## src/hdl/sstq_pkg.sv

```systemverilog
package sstq_pkg;

  localparam int QUEUE_DEPTH = 16;
  localparam int IDX_W = (QUEUE_DEPTH > 1) ? $clog2(QUEUE_DEPTH) : 1;
  localparam int CNT_W = $clog2(QUEUE_DEPTH + 1);
  localparam int ID_W = 8;
  localparam int TICK_W = 63;

  localparam logic ACT_SLEEP = 1'b0;
  localparam logic ACT_TICK = 1'b1;

  typedef enum logic [1:0] {
    STATUS_INSERTED = 2'd0,
    STATUS_FULL     = 2'd1,
    STATUS_WOKEN    = 2'd2,
    STATUS_NONE_DUE = 2'd3
  } status_t;

  typedef enum logic [3:0] {
    S_IDLE  = 4'b0001,
    S_INS   = 4'b0010,
    S_PLACE = 4'b0100,
    S_TICK  = 4'b1000
  } state_t;

  typedef struct packed {
    logic [ID_W-1:0]   id;
    logic [TICK_W-1:0] tick;
  } entry_t;

  function automatic logic [IDX_W-1:0] idx_inc(input logic [IDX_W-1:0] i);
    if (i == IDX_W'(QUEUE_DEPTH - 1)) begin
      return '0;
    end
    return i + IDX_W'(1);
  endfunction

  function automatic logic [IDX_W-1:0] idx_dec(input logic [IDX_W-1:0] i);
    if (i == '0) begin
      return IDX_W'(QUEUE_DEPTH - 1);
    end
    return i - IDX_W'(1);
  endfunction

endpackage

```

## src/hdl/sorted_sleep_timer_queue.sv

```systemverilog
// Sorted sleep queue of sstq_pkg::QUEUE_DEPTH entries held in a ring buffer in one
// synchronous memory, kept in ascending wake-tick order (equal ticks in arrival order).
// Command port: an item is taken when start is high and busy is low. Results appear
// on out_* for exactly one cycle, marked by out_valid; the receiver cannot stall them,
// and there is no back-pressure. A sleep item gives one result: a full-queue reject
// or an insert into an empty queue is issued in the cycle after the transfer; any
// other insert moves each stored entry with a later wake tick up one slot in S_INS
// (one memory read and one write per cycle), then writes the new entry.
// A tick item pops one due entry per cycle from the head of the ring until an entry
// is not due or the ring is empty; each woken result is issued once the next
// entry has been checked, so out_last is exact. busy is high after the transfer of an
// item that enters S_INS or S_TICK until its final result is on the outputs.
module sorted_sleep_timer_queue (
  input  logic                                clk,
  input  logic                                rst_n,
  input  logic                                start,
  output logic                                busy,
  input  logic                                in_action,
  input  logic [sstq_pkg::ID_W-1:0]           in_entry_id,
  input  logic [sstq_pkg::TICK_W-1:0]         in_tick_value,
  output logic                                out_valid,
  output logic [1:0]                          out_status,
  output logic [sstq_pkg::ID_W-1:0]           out_woken_id,
  output logic                                out_last
);

  sstq_pkg::entry_t mem [sstq_pkg::QUEUE_DEPTH];
  sstq_pkg::entry_t rd_data_r;

  sstq_pkg::state_t state_r, state_nxt;
  logic [sstq_pkg::IDX_W-1:0] head_r, head_nxt;
  logic [sstq_pkg::IDX_W-1:0] tail_r, tail_nxt;
  logic [sstq_pkg::IDX_W-1:0] idx_r, idx_nxt;
  logic [sstq_pkg::CNT_W-1:0] count_r, count_nxt;
  logic [sstq_pkg::CNT_W-1:0] rem_r, rem_nxt;
  logic [sstq_pkg::ID_W-1:0]  new_id_r, new_id_nxt;
  logic [sstq_pkg::TICK_W-1:0] new_tick_r, new_tick_nxt;
  logic [sstq_pkg::ID_W-1:0]  pend_id_r, pend_id_nxt;
  logic                       pend_v_r, pend_v_nxt;

  logic                       out_valid_r, out_valid_nxt;
  sstq_pkg::status_t          out_status_r, out_status_nxt;
  logic [sstq_pkg::ID_W-1:0]  out_id_r, out_id_nxt;
  logic                       out_last_r, out_last_nxt;

  logic                       wr_en;
  logic [sstq_pkg::IDX_W-1:0] wr_addr;
  sstq_pkg::entry_t           wr_data;
  logic [sstq_pkg::IDX_W-1:0] rd_addr;
  logic                       rd_due;

  assign busy         = (state_r != sstq_pkg::S_IDLE);
  assign out_valid    = out_valid_r;
  assign out_status   = out_status_r;
  assign out_woken_id = out_id_r;
  assign out_last     = out_last_r;

  assign rd_due = (count_r != '0) && (rd_data_r.tick <= new_tick_r);

  always_ff @(posedge clk) begin
    if (wr_en) begin
      mem[wr_addr] <= wr_data;
    end
    rd_data_r <= mem[rd_addr];
  end

  always_comb begin
    state_nxt      = state_r;
    head_nxt       = head_r;
    tail_nxt       = tail_r;
    idx_nxt        = idx_r;
    count_nxt      = count_r;
    rem_nxt        = rem_r;
    new_id_nxt     = new_id_r;
    new_tick_nxt   = new_tick_r;
    pend_id_nxt    = pend_id_r;
    pend_v_nxt     = pend_v_r;
    out_valid_nxt  = 1'b0;
    out_status_nxt = sstq_pkg::STATUS_INSERTED;
    out_id_nxt     = '0;
    out_last_nxt   = 1'b1;
    wr_en          = 1'b0;
    wr_addr        = idx_r;
    wr_data        = '{id: new_id_r, tick: new_tick_r};
    rd_addr        = head_r;

    unique case (state_r)
      sstq_pkg::S_IDLE: begin
        if (start) begin
          new_id_nxt   = in_entry_id;
          new_tick_nxt = in_tick_value;
          if (in_action == sstq_pkg::ACT_TICK) begin
            rd_addr    = head_r;
            pend_v_nxt = 1'b0;
            state_nxt  = sstq_pkg::S_TICK;
          end else if (count_r == sstq_pkg::CNT_W'(sstq_pkg::QUEUE_DEPTH)) begin
            out_valid_nxt  = 1'b1;
            out_status_nxt = sstq_pkg::STATUS_FULL;
          end else if (count_r == '0) begin
            wr_en         = 1'b1;
            wr_addr       = tail_r;
            wr_data       = '{id: in_entry_id, tick: in_tick_value};
            tail_nxt      = sstq_pkg::idx_inc(tail_r);
            count_nxt     = count_r + sstq_pkg::CNT_W'(1);
            out_valid_nxt = 1'b1;
          end else begin
            rd_addr   = sstq_pkg::idx_dec(tail_r);
            idx_nxt   = sstq_pkg::idx_dec(tail_r);
            rem_nxt   = count_r;
            state_nxt = sstq_pkg::S_INS;
          end
        end
      end

      sstq_pkg::S_INS: begin
        wr_en   = 1'b1;
        wr_addr = sstq_pkg::idx_inc(idx_r);
        if (rd_data_r.tick > new_tick_r) begin
          wr_data = rd_data_r;
          if (rem_r == sstq_pkg::CNT_W'(1)) begin
            state_nxt = sstq_pkg::S_PLACE;
          end else begin
            rd_addr = sstq_pkg::idx_dec(idx_r);
            idx_nxt = sstq_pkg::idx_dec(idx_r);
            rem_nxt = rem_r - sstq_pkg::CNT_W'(1);
          end
        end else begin
          tail_nxt      = sstq_pkg::idx_inc(tail_r);
          count_nxt     = count_r + sstq_pkg::CNT_W'(1);
          out_valid_nxt = 1'b1;
          state_nxt     = sstq_pkg::S_IDLE;
        end
      end

      sstq_pkg::S_PLACE: begin
        wr_en         = 1'b1;
        wr_addr       = idx_r;
        tail_nxt      = sstq_pkg::idx_inc(tail_r);
        count_nxt     = count_r + sstq_pkg::CNT_W'(1);
        out_valid_nxt = 1'b1;
        state_nxt     = sstq_pkg::S_IDLE;
      end

      sstq_pkg::S_TICK: begin
        if (rd_due) begin
          pend_id_nxt    = rd_data_r.id;
          pend_v_nxt     = 1'b1;
          head_nxt       = sstq_pkg::idx_inc(head_r);
          count_nxt      = count_r - sstq_pkg::CNT_W'(1);
          rd_addr        = sstq_pkg::idx_inc(head_r);
          out_valid_nxt  = pend_v_r;
          out_status_nxt = sstq_pkg::STATUS_WOKEN;
          out_id_nxt     = pend_id_r;
          out_last_nxt   = 1'b0;
        end else begin
          out_valid_nxt = 1'b1;
          if (pend_v_r) begin
            out_status_nxt = sstq_pkg::STATUS_WOKEN;
            out_id_nxt     = pend_id_r;
          end else begin
            out_status_nxt = sstq_pkg::STATUS_NONE_DUE;
          end
          state_nxt = sstq_pkg::S_IDLE;
        end
      end

      default: begin
        state_nxt = sstq_pkg::S_IDLE;
      end
    endcase
  end

  always_ff @(posedge clk) begin
    if (!rst_n) begin
      state_r     <= sstq_pkg::S_IDLE;
      head_r      <= '0;
      tail_r      <= '0;
      count_r     <= '0;
      pend_v_r    <= 1'b0;
      out_valid_r <= 1'b0;
    end else begin
      state_r     <= state_nxt;
      head_r      <= head_nxt;
      tail_r      <= tail_nxt;
      count_r     <= count_nxt;
      pend_v_r    <= pend_v_nxt;
      out_valid_r <= out_valid_nxt;
    end
  end

  always_ff @(posedge clk) begin
    idx_r        <= idx_nxt;
    rem_r        <= rem_nxt;
    new_id_r     <= new_id_nxt;
    new_tick_r   <= new_tick_nxt;
    pend_id_r    <= pend_id_nxt;
    out_status_r <= out_status_nxt;
    out_id_r     <= out_id_nxt;
    out_last_r   <= out_last_nxt;
  end

endmodule
```

## config.mk

```make
export PLATFORM = sky130hd
export DESIGN_NAME = sorted_sleep_timer_queue
export DESIGN_NICKNAME = d
export VERILOG_FILES = /design/src/hdl/sstq_pkg.sv /design/src/hdl/sorted_sleep_timer_queue.sv
export SDC_FILE = /design/constraint.sdc
export NUM_CORES = 2
export LEC_CHECK = 0
export BUFFER_PORTS_ARGS = -buffer_cell sky130_fd_sc_hd__clkbuf_2
export CAP_MARGIN = 25
export CORE_MARGIN = 3
export CORE_UTILIZATION = 25
export DETAILED_ROUTE_END_ITERATION = 8
export SYNTH_ARGS = -nofsm -noshare
export SYNTH_HDL_FRONTEND = slang
export SYNTH_SLANG_ARGS = --single-unit
```

## constraint.sdc

```tcl
create_clock -name clk -period 8.8 [get_ports clk]
set_input_delay 0.44 -clock clk [delete_from_list [all_inputs] [get_ports clk]]
set_output_delay 0.44 -clock clk [all_outputs]
set_load 0.05 [all_outputs]
```

==> run_results.csv <==
group,metric,value,unit
clocking,cts_setup_buffers,0,
clocking,cts_tree,"yes",
logic_synthesis,synth_area,53800,um^2
setup_path,end_kind,"flip-flop",
finish,layout.nets,3829,
setup_path,worstPathCellList,"inv_1 -> ha_1 -> nand3_1 -> nor4_1 -> nand4_1 -> nor4_2 -> nand3_1 -> o21ai_2 -> nor2_1 -> o211ai_1 -> and2_4 -> nand3_4 -> buf_4 -> o22ai_1 -> nor4_2",
logic_synthesis,synth-seq-cells,1325,
setup_path,crit_buf_inv,2,
power,powerDensity,356,nW/um^2
routing,routedWlPerCell,22.4,um
clocking,ctsLongestPathBuffers,3,
power,leakage,20.6,nW
logic_synthesis,netlist.area_leader.share,68.3,%
clocking,path_clk_slew,70,ps
sta,rsz0062_at_grt,"false",
logic_synthesis,ys_seq_area_share,72.0,%
routing,ant_nets,0,
placed_design,dp_hpwl,77600,um
finish,post-route-util,29.6,%
die,die_h,470,um
setup_path,worstPathMaxFanout,48,
die,io_pins,88,
sta,finalMaxSlewViolations,0,
outcome,status,"finished, final reports clean",
grt,grt_max_degree,170,
logic_synthesis,synthFlopType,"edfxtp_1",
power,clockPowerShare,26.5,%
logic_synthesis,synth.yosys.warnings,0,
routing,viasPerCell,4.81,
sta,fin_crit,7020,ps
sta,post-route-period-util,79.8,%
routing,drt-initial-drc-count,2954,
clocking,cts-hold-fix-buffers,70,
finish,register_area,38800,um^2
logic_synthesis,ys_top_cells_by_area,"edfxtp_1 68%, mux2_2 6.0%, dfxtp_1 3.8%",
sta,worstMarginPinSlew,1070,ps
grt,grt_pass1_vias,31608,
grt,grt_first_pass_wirelength,216000,um
setup_path,slowest_stage,"nand3_4",
power,p_comb_share,31.5,%
clocking,cts_resized,0,
setup_path,max_stage_delay,930,ps
sta,hold_viol_final,0,
sta,setup_violations,0,
logic_synthesis,synth-edff-count,1224,
logic_synthesis,yosysUniqueCellTypes,70,
finish,area_growth,17.3,%
setup_path,critical_path_class,"reg2reg",
die,core-area,213000,um^2
die,start_util,25.3,%
sta,fmax,142,MHz
routing,vias,31793,
placed_design,gp_congestion,0.785,
grt,overflow,0,
clocking,ctsHtreeMaxLevel,4,
die,fp.dieW,470,um
min_path,hp-class,"in2reg",
sta,slew_headroom,29.0,%
setup_path,crit_arrival,7660,ps
power,vdd_drop_max,0.384,mV
finish,fill_cells,21102,
logic_synthesis,syn_avg_cell_area,15.2,um^2
power,p_sw,7.68,mW
sta,setup_tns,0,ps
run,maxCapViolations,0,
power,intPower,14.8,mW
clocking,clock_latency,780,ps
setup_path,startpoint_type,"flip-flop",
clocking,numClockSinks,1325,
sta,skew,38.7,ps
setup_path,path_delay_family,"simple AND/OR/NAND/NOR gates",
logic_synthesis,ys_async_sr_fraction,0,%
routing,remaining_drc_errors,0,
setup_path,required,9450,ps
grt,grt_use_total,13.0,%
logic_synthesis,yosysTopAreaCell,"edfxtp_1",
logic_synthesis,syn_nets,3686,
clocking,cts_made_buffers,132,
power,p_seq_share,42.0,%
grt,antenna_found_initial,17,
clocking,root_buffer,"clkbuf_16",
die,die-area,221000,um^2
finish,drive_gt1_share,20.0,%
routing,first_pass_iters,8,
placed_design,io_buffers,87,
routing,drt-total-wl,148000,um
finish,multi_input_area,14000,um^2
power,p_sw_share,34.2,%
logic_synthesis,syn_inst,3535,
die,rows,169,
registers in the layout, indices dropped and copies added, names as in the netlist:
| signal | count |
|---|---|
| count_r | 5 |
| head_r | 4 |
| idx_r | 4 |
| mem | 1136 |
| new_id_r | 8 |
| new_tick_r | 63 |
| out_last | 1 |
| out_status | 2 |
| out_valid | 1 |
| out_woken_id | 8 |
| pend_id_r | 8 |
| pend_v_r | 1 |
| rd_data_r | 71 |
| rem_r | 5 |
| state_r | 4 |
| tail_r | 4 |
synth_stat cells (2+ instances only):
library cell,number
mux2i_1,76
buf_2,77
nor4_2,10
nor2_1,51
or2_2,3
mux2_2,287
dfxtp_1,101
o211ai_1,3
o31ai_1,8
o21ai_0,96
a221oi_1,3
buf_6,10
nor3_1,10
buf_1,4
a31oi_1,3
a21o_1,9
o21a_1,3
nand3_1,22
nor4b_1,3
nand4_1,10
xnor2_1,10
clkbuf_1,110
nand2b_1,6
a211oi_1,93
inv_1,80
a211oi_2,51
or4_1,4
edfxtp_1,1224
o22ai_1,144
nor4_1,65
o2bb2ai_1,71
nand2_1,404
nand3b_1,4
xor2_1,3
and2_1,19
o21bai_1,2
ha_1,75
or3_1,2
o211a_1,3
o21ai_2,2
a21boi_0,6
a221o_1,75
a21oi_1,250
nor2b_1,6
buf_4,12
worst reg2reg max path, cell delays in order, from the launching register on:
cell and delay [ps]:
edfxtp_1 380, inv_1 50, ha_1 290, nand3_1 320, nor4_1 440, nand4_1 450, nor4_2 740, nand3_1 500
o21ai_2 430, nor2_1 190, o211ai_1 450, and2_4 740, nand3_4 930, buf_4 640, o22ai_1 270, nor4_2 70
cell families (layout without fill, tap and decap cells):
group	count (synthesis)	count (layout)	share of synthesized area, %
adder cells (fa/ha/maj)	76	76	1.78
XOR/XNOR	13	13	0.211
buffers and inverters	295	545	2.47
AND/OR/NAND/NOR	629	629	5.35
AO/OA/AOI/OAI	834	834	10.8
other	0	10	0
flip-flops	1325	1325	72.0
multiplexers	363	363	7.41
power groups by stage:
stage | logic, mW | registers [mW] | clock network [mW]
global placement | 6.84 | 9.55 | 0
global route | 7.65 | 9.50 | 6.29
finish | 7.08 | 9.45 | 5.96
floorplan | 4.76 | 9.46 | 0
CTS | 7.06 | 9.44 | 6.06
detailed placement | 7.00 | 9.56 | 0
per-layer routing:
layer / vias to the layer above / routed length (um) / GRT usage [%]
li1: 14101 / - / -
met1: 16336 / 59200 / 15.9
met2: 1112 / 75800 / 22.8
met3: 244 / 8370 / 2.14
met4: 0 / 4890 / 4.84
met5: - / 0 / 0
worst paths after layout:
kind                    end         startpoint  slack [ps]  cells past startpoint
max           rd_data_r[18]     new_tick_r[62]        1780                     15
min          new_tick_r[29]  in_tick_value[29]          70                      1
max reg2reg   rd_data_r[18]     new_tick_r[62]        1780                     15
min reg2reg    pend_id_r[5]      rd_data_r[68]         440                      0
layout make-up:
cell class                 count  area share [%]
sequential                  1325            61.4
multi-input combinational   1915            22.1
clock buffer                 171            5.83
tap                         2821            5.59
timing repair buffer         223            3.00
clock inverter                70            1.53
inverter                      81           0.481
antenna                       10          0.0396
layout by cell type, fill, tap and decap left out, types with 17 or more instances in the layout:
master / count
clkbuf_2: 87
buf_4: 46
nand3_1: 22
nor2_4: 19
dfxtp_1: 101
o22ai_1: 144
clkbuf_8: 17
o21ai_0: 96
clkbuf_1: 19
o2bb2ai_1: 71
mux2i_1: 76
nand2_1: 402
ha_1: 75
nor4_1: 65
a221o_1: 75
a211oi_2: 51
clkinv_2: 20
nor2_1: 32
clkbuf_16: 135
mux2_2: 287
edfxtp_1: 1224
a21oi_1: 250
bufinv_16: 17
a211oi_1: 93
dlygate4sd3_1: 70
inv_1: 80
per-stage QoR:
stage / std cells / worst slack (ps) / hold slack, ps / power, mW / cell area [um^2]
after floorplan: 3535 / 848 / 410 / 14.2 / 53800
after global placement: 6289 / 1420 / 426 / 16.4 / 57700
after detailed placement: 6291 / 1490 / 423 / 16.6 / 57700
after CTS: 6602 / 1460 / 23.9 / 22.6 / 63100
after global routing: 6610 / 1380 / 5.60 / 23.4 / 63100
final: 6616 / 1780 / 71.1 / 22.5 / 63200
Power figures use the tool's default switching activity.
